==> src/rtl/core/rycc_pkg.sv <==
// ----------------------------------------------------------------------------
// rycc_pkg
// Shared types and constants of the RGB / YCbCr colour converter.
// ----------------------------------------------------------------------------
package rycc_pkg;

    localparam int COMP_W  = 8;
    localparam int TDATA_W = 3 * COMP_W;

    // Conversion direction held in the configuration register
    typedef enum logic {
        DIR_FWD = 1'b0,   // RGB to YCbCr
        DIR_INV = 1'b1    // YCbCr to RGB
    } dir_t;

    // Chroma offset of full-range JFIF
    localparam longint CHROMA_OFFSET = 128;

    // Decimal coefficients as numerator / denominator pairs
    localparam longint KYR_NUM  = 299;     localparam longint KYR_DEN  = 1000;
    localparam longint KYG_NUM  = 587;     localparam longint KYG_DEN  = 1000;
    localparam longint KYB_NUM  = 114;     localparam longint KYB_DEN  = 1000;
    localparam longint KCBR_NUM = 168736;  localparam longint KCBR_DEN = 1000000;
    localparam longint KCBG_NUM = 331264;  localparam longint KCBG_DEN = 1000000;
    localparam longint KCRG_NUM = 418688;  localparam longint KCRG_DEN = 1000000;
    localparam longint KCRB_NUM = 81312;   localparam longint KCRB_DEN = 1000000;
    localparam longint KRCR_NUM = 1402;    localparam longint KRCR_DEN = 1000;
    localparam longint KGCB_NUM = 34414;   localparam longint KGCB_DEN = 100000;
    localparam longint KGCR_NUM = 71414;   localparam longint KGCR_DEN = 100000;
    localparam longint KBCB_NUM = 1772;    localparam longint KBCB_DEN = 1000;

endpackage

==> src/rtl/core/rgb_ycbcr_color_convert_unit.sv <==
// ----------------------------------------------------------------------------
// rgb_ycbcr_color_convert_unit
// Full-range JFIF colour converter, RGB <-> YCbCr, one pixel of three 8-bit components a beat.
// ----------------------------------------------------------------------------
//  channel | dir | handshake          | payload
//  --------+-----+--------------------+-----------------------------------------
//  s_      | in  | s_tvalid/s_tready  | s_tdata = {c, b, a}, s_tlast = last pixel
//  m_      | out | m_tvalid/m_tready  | m_tdata = {c, b, a}, m_tlast = last pixel
//  cfg_    | in  | cfg_valid/cfg_ready| cfg_data = direction (0 fwd, 1 inv)
//
//  One pixel accepted per clock while the output is not stalled; the result passes
//  four stages (input register, multiply, sum, saturate/output register).
//  The rate is one beat a cycle, set by the nine multipliers of the product
//  stage, each used once per pixel.
//  aresetn clears the stage valid bits and sets direction to forward.
//  A low m_tready holds the stages that are full; empty stages still fill.
// ----------------------------------------------------------------------------
module rgb_ycbcr_color_convert_unit #(
    parameter int FRAC_BITS = 16
) (
    input  logic                         aclk,
    input  logic                         aresetn,
    // configuration
    input  logic                         cfg_valid,
    output logic                         cfg_ready,
    input  logic                         cfg_data,
    // input pixels
    input  logic                         s_tvalid,
    output logic                         s_tready,
    input  logic [rycc_pkg::TDATA_W-1:0] s_tdata,   // comp_a[7:0], comp_b[15:8], comp_c[23:16]
    input  logic                         s_tlast,
    // result pixels
    output logic                         m_tvalid,
    input  logic                         m_tready,
    output logic [rycc_pkg::TDATA_W-1:0] m_tdata,   // res_a[7:0], res_b[15:8], res_c[23:16]
    output logic                         m_tlast
);

    localparam int CW = FRAC_BITS + 2;            // signed coefficient, |k| < 2
    localparam int OW = rycc_pkg::COMP_W + 1;     // signed operand
    localparam int PW = CW + OW;                  // product
    localparam int SW = PW + 2;                   // sum of three plus offset
    localparam int CMW = rycc_pkg::COMP_W;

    localparam logic signed [CW-1:0] K_Y_R = CW'(((rycc_pkg::KYR_NUM << FRAC_BITS)
        + rycc_pkg::KYR_DEN / 2) / rycc_pkg::KYR_DEN);
    localparam logic signed [CW-1:0] K_Y_G = CW'(((rycc_pkg::KYG_NUM << FRAC_BITS)
        + rycc_pkg::KYG_DEN / 2) / rycc_pkg::KYG_DEN);
    localparam logic signed [CW-1:0] K_Y_B = CW'(((rycc_pkg::KYB_NUM << FRAC_BITS)
        + rycc_pkg::KYB_DEN / 2) / rycc_pkg::KYB_DEN);
    localparam logic signed [CW-1:0] K_CB_R = CW'(((rycc_pkg::KCBR_NUM << FRAC_BITS)
        + rycc_pkg::KCBR_DEN / 2) / rycc_pkg::KCBR_DEN);
    localparam logic signed [CW-1:0] K_CB_G = CW'(((rycc_pkg::KCBG_NUM << FRAC_BITS)
        + rycc_pkg::KCBG_DEN / 2) / rycc_pkg::KCBG_DEN);
    localparam logic signed [CW-1:0] K_CR_G = CW'(((rycc_pkg::KCRG_NUM << FRAC_BITS)
        + rycc_pkg::KCRG_DEN / 2) / rycc_pkg::KCRG_DEN);
    localparam logic signed [CW-1:0] K_CR_B = CW'(((rycc_pkg::KCRB_NUM << FRAC_BITS)
        + rycc_pkg::KCRB_DEN / 2) / rycc_pkg::KCRB_DEN);
    localparam logic signed [CW-1:0] K_R_CR = CW'(((rycc_pkg::KRCR_NUM << FRAC_BITS)
        + rycc_pkg::KRCR_DEN / 2) / rycc_pkg::KRCR_DEN);
    localparam logic signed [CW-1:0] K_G_CB = CW'(((rycc_pkg::KGCB_NUM << FRAC_BITS)
        + rycc_pkg::KGCB_DEN / 2) / rycc_pkg::KGCB_DEN);
    localparam logic signed [CW-1:0] K_G_CR = CW'(((rycc_pkg::KGCR_NUM << FRAC_BITS)
        + rycc_pkg::KGCR_DEN / 2) / rycc_pkg::KGCR_DEN);
    localparam logic signed [CW-1:0] K_B_CB = CW'(((rycc_pkg::KBCB_NUM << FRAC_BITS)
        + rycc_pkg::KBCB_DEN / 2) / rycc_pkg::KBCB_DEN);
    localparam logic signed [CW-1:0] K_ONE  = CW'(longint'(1) << FRAC_BITS);
    localparam logic signed [CW-1:0] K_HALF = CW'(longint'(1) << (FRAC_BITS - 1));
    localparam logic signed [CW-1:0] K_ZERO = '0;

    localparam logic signed [OW-1:0] OFFSET_OP = OW'(rycc_pkg::CHROMA_OFFSET);
    localparam logic signed [SW-1:0] OFFSET_FX = SW'(rycc_pkg::CHROMA_OFFSET << FRAC_BITS);

    // ---------------- direction register ----------------
    rycc_pkg::dir_t dir_reg;

    assign cfg_ready = 1'b1;

    always_ff @(posedge aclk) begin
        if (!aresetn) begin
            dir_reg <= rycc_pkg::DIR_FWD;
        end else if (cfg_valid) begin
            dir_reg <= rycc_pkg::dir_t'(cfg_data);
        end
    end

    // ---------------- stage enables ----------------
    logic v1_reg, v2_reg, v3_reg, m_valid_reg;
    logic en1, en2, en3, en4;

    assign en4 = !m_valid_reg || m_tready;
    assign en3 = !v3_reg || en4;
    assign en2 = !v2_reg || en3;
    assign en1 = !v1_reg || en2;
    assign s_tready = en1;

    always_ff @(posedge aclk) begin
        if (!aresetn) begin
            v1_reg      <= 1'b0;
            v2_reg      <= 1'b0;
            v3_reg      <= 1'b0;
            m_valid_reg <= 1'b0;
        end else begin
            if (en1) v1_reg      <= s_tvalid;
            if (en2) v2_reg      <= v1_reg;
            if (en3) v3_reg      <= v2_reg;
            if (en4) m_valid_reg <= v3_reg;
        end
    end

    // ---------------- stage 1: input register ----------------
    logic [CMW-1:0]  comp1_reg [3];
    logic            last1_reg;
    rycc_pkg::dir_t  dir1_reg;

    always_ff @(posedge aclk) begin
        if (en1) begin
            comp1_reg[0] <= s_tdata[CMW-1:0];
            comp1_reg[1] <= s_tdata[2*CMW-1:CMW];
            comp1_reg[2] <= s_tdata[3*CMW-1:2*CMW];
            last1_reg    <= s_tlast;
            dir1_reg     <= dir_reg;
        end
    end

    // ---------------- stage 2: coefficient select and multiply ----------------
    logic signed [OW-1:0] op [3];
    logic signed [CW-1:0] coef [3][3];

    always_comb begin
        op[0] = $signed({1'b0, comp1_reg[0]});
        unique case (dir1_reg)
            rycc_pkg::DIR_FWD: begin
                op[1] = $signed({1'b0, comp1_reg[1]});
                op[2] = $signed({1'b0, comp1_reg[2]});
                coef[0][0] = K_Y_R;    coef[0][1] = K_Y_G;    coef[0][2] = K_Y_B;
                coef[1][0] = -K_CB_R;  coef[1][1] = -K_CB_G;  coef[1][2] = K_HALF;
                coef[2][0] = K_HALF;   coef[2][1] = -K_CR_G;  coef[2][2] = -K_CR_B;
            end
            rycc_pkg::DIR_INV: begin
                // chroma centred on zero
                op[1] = $signed({1'b0, comp1_reg[1]}) - OFFSET_OP;
                op[2] = $signed({1'b0, comp1_reg[2]}) - OFFSET_OP;
                coef[0][0] = K_ONE;    coef[0][1] = K_ZERO;   coef[0][2] = K_R_CR;
                coef[1][0] = K_ONE;    coef[1][1] = -K_G_CB;  coef[1][2] = -K_G_CR;
                coef[2][0] = K_ONE;    coef[2][1] = K_B_CB;   coef[2][2] = K_ZERO;
            end
            default: begin
                op[1] = '0;
                op[2] = '0;
                for (int i = 0; i < 3; i++) begin
                    for (int j = 0; j < 3; j++) begin
                        coef[i][j] = K_ZERO;
                    end
                end
            end
        endcase
    end

    logic signed [PW-1:0] prod2_reg [3][3];
    logic                 last2_reg;
    rycc_pkg::dir_t       dir2_reg;

    always_ff @(posedge aclk) begin
        if (en2) begin
            for (int i = 0; i < 3; i++) begin
                for (int j = 0; j < 3; j++) begin
                    prod2_reg[i][j] <= PW'(coef[i][j]) * PW'(op[j]);
                end
            end
            last2_reg <= last1_reg;
            dir2_reg  <= dir1_reg;
        end
    end

    // ---------------- stage 3: sum ----------------
    logic signed [SW-1:0] sum3_reg [3];
    logic                 last3_reg;
    logic signed [SW-1:0] offset [3];

    always_comb begin
        offset[0] = '0;
        offset[1] = (dir2_reg == rycc_pkg::DIR_FWD) ? OFFSET_FX : '0;
        offset[2] = (dir2_reg == rycc_pkg::DIR_FWD) ? OFFSET_FX : '0;
    end

    always_ff @(posedge aclk) begin
        if (en3) begin
            for (int i = 0; i < 3; i++) begin
                sum3_reg[i] <= SW'(prod2_reg[i][0]) + SW'(prod2_reg[i][1])
                             + SW'(prod2_reg[i][2]) + offset[i];
            end
            last3_reg <= last2_reg;
        end
    end

    // ---------------- stage 4: floor, saturate, output register ----------------
    logic [CMW-1:0] sat [3];

    always_comb begin
        for (int i = 0; i < 3; i++) begin
            priority if (sum3_reg[i][SW-1]) begin
                sat[i] = '0;
            end else if (|sum3_reg[i][SW-2:FRAC_BITS+CMW]) begin
                sat[i] = '1;
            end else begin
                sat[i] = sum3_reg[i][FRAC_BITS+CMW-1:FRAC_BITS];
            end
        end
    end

    logic [rycc_pkg::TDATA_W-1:0] m_data_reg;
    logic                         m_last_reg;

    always_ff @(posedge aclk) begin
        if (en4) begin
            m_data_reg <= {sat[2], sat[1], sat[0]};
            m_last_reg <= last3_reg;
        end
    end

    assign m_tvalid = m_valid_reg;
    assign m_tdata  = m_data_reg;
    assign m_tlast  = m_last_reg;

endmodule

==> config.mk <==
export PLATFORM = sky130hd
export DESIGN_NAME = rgb_ycbcr_color_convert_unit
export DESIGN_NICKNAME = d
export VERILOG_FILES = /design/src/rtl/core/rycc_pkg.sv /design/src/rtl/core/rgb_ycbcr_color_convert_unit.sv
export SDC_FILE = /design/constraint.sdc
export NUM_CORES = 2
export LEC_CHECK = 0
export BUFFER_PORTS_ARGS = -buffer_cell sky130_fd_sc_hd__buf_2
export CAP_MARGIN = 10
export CORE_UTILIZATION = 60
export DETAILED_ROUTE_END_ITERATION = 12
export GPL_ROUTABILITY_DRIVEN = 0
export PLACE_DENSITY = 0.8
export SLEW_MARGIN = 25
export SYNTH_ARGS = -nofsm -noshare
export SYNTH_HDL_FRONTEND = slang
export SYNTH_SLANG_ARGS = --single-unit
==> constraint.sdc <==
create_clock -name aclk -period 8.5 [get_ports aclk]
set_clock_uncertainty 0.1 [all_clocks]
set_input_delay 1.275 -clock aclk [delete_from_list [all_inputs] [get_ports aclk]]
set_output_delay 1.275 -clock aclk [all_outputs]
set_load 0.05 [all_outputs]
==> impl_results.html <==
<table>
<tr><th>Metric</th><th>Value</th></tr>
<tr><th colspan="2">Outcome</th></tr>
<tr><td>Status</td><td>complete, no violations</td></tr>
<tr><th colspan="2">Synth</th></tr>
<tr><td>Share of flip-flops with an asynchronous set or reset after synthesis</td><td>0%</td></tr>
<tr><td>Largest family of logic cells by synthesized area</td><td>adder cells</td></tr>
<tr><td>Compound-gate portion of the synthesized area</td><td>7.65%</td></tr>
<tr><td>Cell Area, Synth</td><td>0.0386 mm2</td></tr>
<tr><td>Adder-cell area share of the yosys netlist</td><td>49.5%</td></tr>
<tr><td>Post-synthesis share of cell area spent on and, or, nand and nor gates</td><td>6.20%</td></tr>
<tr><td>XOR/XNOR Fraction of Synth Area</td><td>4.99%</td></tr>
<tr><td>Number of cells produced by synthesis</td><td>3475</td></tr>
<tr><td>Mux cell area share after synthesis</td><td>0.0259%</td></tr>
<tr><td>Synthesis warning total</td><td>0</td></tr>
<tr><td>Number of synthesized flops with an enable pin</td><td>311</td></tr>
<tr><td>Post-synthesis cell type count</td><td>74</td></tr>
<tr><td>Number of flip-flops and latches in the synthesized netlist</td><td>316</td></tr>
<tr><td>Proportion of synthesized chip area in sequential cells</td><td>24.4%</td></tr>
<tr><td>Primary flip-flop cell chosen by synthesis mapping</td><td>sky130_fd_sc_hd__edfxtp_1</td></tr>
<tr><td>Avg Synthesized Cell Area</td><td>11.1 um2</td></tr>
<tr><th colspan="2">Worst hold path</th></tr>
<tr><td>Cell count of the worst hold path</td><td>0</td></tr>
<tr><td>Hold WC Path Type</td><td>reg -&gt; reg</td></tr>
<tr><th colspan="2">Die</th></tr>
<tr><td>Die Y-Extent</td><td>256 um</td></tr>
<tr><td># IOs</td><td>59</td></tr>
<tr><td>Effective utilization at floorplan</td><td>61.0%</td></tr>
<tr><td>Horiz. Die Dim</td><td>256 um</td></tr>
<tr><td>Std-Cell Core Area</td><td>0.0633 mm2</td></tr>
<tr><td>Number of standard-cell rows in the floorplan</td><td>92</td></tr>
<tr><td>Die footprint</td><td>0.0654 mm2</td></tr>
<tr><th colspan="2">GRT</th></tr>
<tr><td>GR Layer Usage met3</td><td>4.72%</td></tr>
<tr><td>Pin count of the biggest net entering global routing</td><td>136</td></tr>
<tr><td>Vias in the first global route</td><td>26700</td></tr>
<tr><td>Total routing usage reported by global routing</td><td>27.6%</td></tr>
<tr><td>Wire length of the first global-routing pass</td><td>141000 um</td></tr>
<tr><td>Global route total overflow</td><td>0</td></tr>
<tr><td>Grt met2 use</td><td>44.7%</td></tr>
<tr><td>Busiest grt layer</td><td>met2</td></tr>
<tr><td>Global routing usage on met1</td><td>35.9%</td></tr>
<tr><td>Antenna violations before repair</td><td>0</td></tr>
<tr><th colspan="2">Detailed routing</th></tr>
<tr><td>Wire length reported by the detailed router</td><td>86400 um</td></tr>
<tr><td>Number of design-rule violations left by the first detailed-router iteration</td><td>1973</td></tr>
<tr><td>Iteration count of the initial detailed-routing pass</td><td>7</td></tr>
<tr><td>Per-cell routed wire length</td><td>19.4 um</td></tr>
<tr><td>DRC violations left</td><td>0</td></tr>
<tr><td>Via count</td><td>25100</td></tr>
<tr><td>Ratio of routed vias to standard cells</td><td>5.63</td></tr>
<tr><td>Count of nets left with antenna violations after detail routing</td><td>0</td></tr>
<tr><th colspan="2">Final layout</th></tr>
<tr><td>Fraction of final layout cells with drive strength greater than 1</td><td>4.81%</td></tr>
<tr><td>Final Non-Filler Cells</td><td>4466</td></tr>
<tr><td>Post-layout net count</td><td>4856</td></tr>
<tr><td>Total of fill cells in the finished design</td><td>4746</td></tr>
<tr><td>Commonest non-fill, non-tap cell in the layout</td><td>sky130_fd_sc_hd__ha_1</td></tr>
<tr><td>Number of flip-flops under the largest register name</td><td>218</td></tr>
<tr><td>Synth-to-layout area growth</td><td>7.19%</td></tr>
<tr><td>Leading cell types in the layout, fill and taps excluded</td><td>754 x sky130_fd_sc_hd__ha_1, 709 x sky130_fd_sc_hd__inv_1, 483 x sky130_fd_sc_hd__fa_1</td></tr>
<tr><td>Antenna Diode Count</td><td>0</td></tr>
<tr><th colspan="2">STA</th></tr>
<tr><td>Total setup violations reported at the end of the flow</td><td>0</td></tr>
<tr><td>Period utilisation layout</td><td>88.2%</td></tr>
<tr><td>Transition time at the pin with the least slew margin</td><td>1.07 ns</td></tr>
<tr><td>Final total negative setup slack</td><td>0 ns</td></tr>
<tr><td>Unrepaired setup endpoints after global routing</td><td>false</td></tr>
<tr><td>Worst Hold Margin</td><td>0.317 ns</td></tr>
<tr><td>Max Transition Viols Final</td><td>0</td></tr>
<tr><td>Final critical-path required period</td><td>7.50 ns</td></tr>
<tr><td>Fmax achieved</td><td>133 MHz</td></tr>
<tr><td>Final hold violation count</td><td>0</td></tr>
<tr><td>Normalized max-slew margin</td><td>28.6%</td></tr>
<tr><th colspan="2">Clock network</th></tr>
<tr><td>Cts bufs inserted</td><td>40</td></tr>
<tr><td>Source-to-sink clock delay at the later pin of the worst-skew pair</td><td>0.58 ns</td></tr>
<tr><td>Clock Tree Buf Depth</td><td>3</td></tr>
<tr><td>CTS resizes</td><td>0</td></tr>
<tr><td>Number of levels the H-tree was split into</td><td>2</td></tr>
<tr><td>Postcts setup bufs</td><td>0</td></tr>
<tr><td>Root buf cell</td><td>sky130_fd_sc_hd__clkbuf_16</td></tr>
<tr><td># hold bufs at CTS</td><td>0</td></tr>
<tr><td>TritonCTS clock tree</td><td>yes</td></tr>
<tr><td>CTS Sinks</td><td>316</td></tr>
<tr><td>Clock-pin slew on the worst setup and hold paths</td><td>0.06 ns</td></tr>
<tr><th colspan="2">Job</th></tr>
<tr><td>Number of maximum-capacitance constraint violations</td><td>0</td></tr>
<tr><th colspan="2">Critical path</th></tr>
<tr><td>Critical Path RT</td><td>8.71 ns</td></tr>
<tr><td>Critical Setup Path Class</td><td>reg -&gt; reg</td></tr>
<tr><td>Type of destination of the critical path</td><td>register</td></tr>
<tr><td>Maximum fanout along the worst path</td><td>28</td></tr>
<tr><td>Setup crit start kind</td><td>register</td></tr>
<tr><td>Endpoint arrival time on the critical path</td><td>7.71 ns</td></tr>
<tr><td>Worst reg-to-reg path cell count</td><td>19</td></tr>
<tr><th colspan="2">Placed design</th></tr>
<tr><td>Placed cells</td><td>4392</td></tr>
<tr><td>Detailed Place HPWL</td><td>71900 um</td></tr>
<tr><td># port buffers</td><td>57</td></tr>
</table>
==> cells in the mapped netlist (6+ instances only) <==
library cell | n | share of area [%]
sky130_fd_sc_hd__fa_1 | 483 | 25
sky130_fd_sc_hd__inv_1 | 710 | 6.9
sky130_fd_sc_hd__or3_1 | 8 | 0.13
sky130_fd_sc_hd__nand2b_1 | 23 | 0.37
sky130_fd_sc_hd__edfxtp_1 | 311 | 24
sky130_fd_sc_hd__o21a_1 | 40 | 0.78
sky130_fd_sc_hd__or2_2 | 20 | 0.32
sky130_fd_sc_hd__nand2_1 | 124 | 1.2
sky130_fd_sc_hd__clkbuf_1 | 22 | 0.21
sky130_fd_sc_hd__a2111oi_0 | 8 | 0.18
sky130_fd_sc_hd__nand4_1 | 15 | 0.24
sky130_fd_sc_hd__and2_1 | 13 | 0.21
sky130_fd_sc_hd__nor2_1 | 178 | 1.7
sky130_fd_sc_hd__o21ai_0 | 78 | 1.0
sky130_fd_sc_hd__and3_1 | 17 | 0.28
sky130_fd_sc_hd__o21bai_1 | 19 | 0.37
sky130_fd_sc_hd__xnor2_1 | 158 | 3.6
sky130_fd_sc_hd__a21o_1 | 55 | 1.1
sky130_fd_sc_hd__ha_1 | 754 | 24
sky130_fd_sc_hd__a211o_1 | 8 | 0.18
sky130_fd_sc_hd__xor2_1 | 62 | 1.4
sky130_fd_sc_hd__a21oi_1 | 149 | 1.9
sky130_fd_sc_hd__nor3_1 | 33 | 0.43
sky130_fd_sc_hd__nor2b_1 | 35 | 0.57
sky130_fd_sc_hd__a31o_2 | 7 | 0.16
sky130_fd_sc_hd__nand3_1 | 27 | 0.35
sky130_fd_sc_hd__a211oi_1 | 11 | 0.21
sky130_fd_sc_hd__o31a_1 | 6 | 0.14
sky130_fd_sc_hd__a31oi_1 | 9 | 0.15
==> cells by family (layout without fill, tap and decap cells) <==
| group | Yosys count | count (layout) |
|---|---|---|
| AOI/OAI and AO/OA | 450 | 450 |
| xor gates and xnor gates | 220 | 220 |
| adders and majority gates | 1238 | 1238 |
| buffers and inverters | 737 | 857 |
| DFF | 316 | 316 |
| muxes | 1 | 1 |
| other | 2 | 27 |
| and+or+nand+nor | 511 | 511 |
==> layer usage <==
layer,wire (um),vias to the layer above
li1,-,11800
met1,35600,12200
met2,39800,910
met3,6190,208
met4,4910,0
met5,0,-
==> worst max-delay path, cell delays in order (launching register included) <==
cell                       delay (ns)
sky130_fd_sc_hd__edfxtp_1        0.77
sky130_fd_sc_hd__buf_4           0.45
sky130_fd_sc_hd__ha_1            0.66
sky130_fd_sc_hd__buf_4           0.32
sky130_fd_sc_hd__inv_1           0.22
sky130_fd_sc_hd__nor2_1          0.58
sky130_fd_sc_hd__a21oi_1         0.30
sky130_fd_sc_hd__fa_1            0.59
sky130_fd_sc_hd__inv_1           0.06
sky130_fd_sc_hd__fa_1            0.52
sky130_fd_sc_hd__fa_1            0.44
sky130_fd_sc_hd__ha_1            0.29
sky130_fd_sc_hd__ha_1            0.33
sky130_fd_sc_hd__a21boi_0        0.24
sky130_fd_sc_hd__o21ai_0         0.19
sky130_fd_sc_hd__a21oi_1         0.24
sky130_fd_sc_hd__a21oi_1         0.12
sky130_fd_sc_hd__o311ai_0        0.48
sky130_fd_sc_hd__a21oi_1         0.15
sky130_fd_sc_hd__xnor2_1         0.18
==> area by class of cell <==
cell class              instances  area (um2)  area share (%)
flip-flops and latches        316        9440            22.8
repair buffers                 73         405           0.979
well taps                     846        1060            2.56
clock buffers                  47        1070            2.58
multi-input cells            2447       26500            64.0
inverters                     710        2670            6.46
clock inverters                27         236           0.571
==> through the flow <==
step	worst slack (ns)	util [%]	cell area, um2
after floorplan	2.01	-	38700
after global placement	1.39	63.3	40100
after detailed placement	1.26	63.3	40100
after CTS	1.19	65.4	41400
after global routing	0.613	65.4	41400
final	0.999	65.4	41400
==> final timing paths <==
path,start,endpoint,slack (ns)
max,dir1_reg,prod2_reg[1][26],1.0
min,last2_reg,last3_reg,0.32
max reg2reg,dir1_reg,prod2_reg[1][26],1.0
min reg2reg,last2_reg,last3_reg,0.32
Power is left out: the tool's default activity adds up to more than one toggle a clock period on the data nets, which glitch-free logic cannot reach.
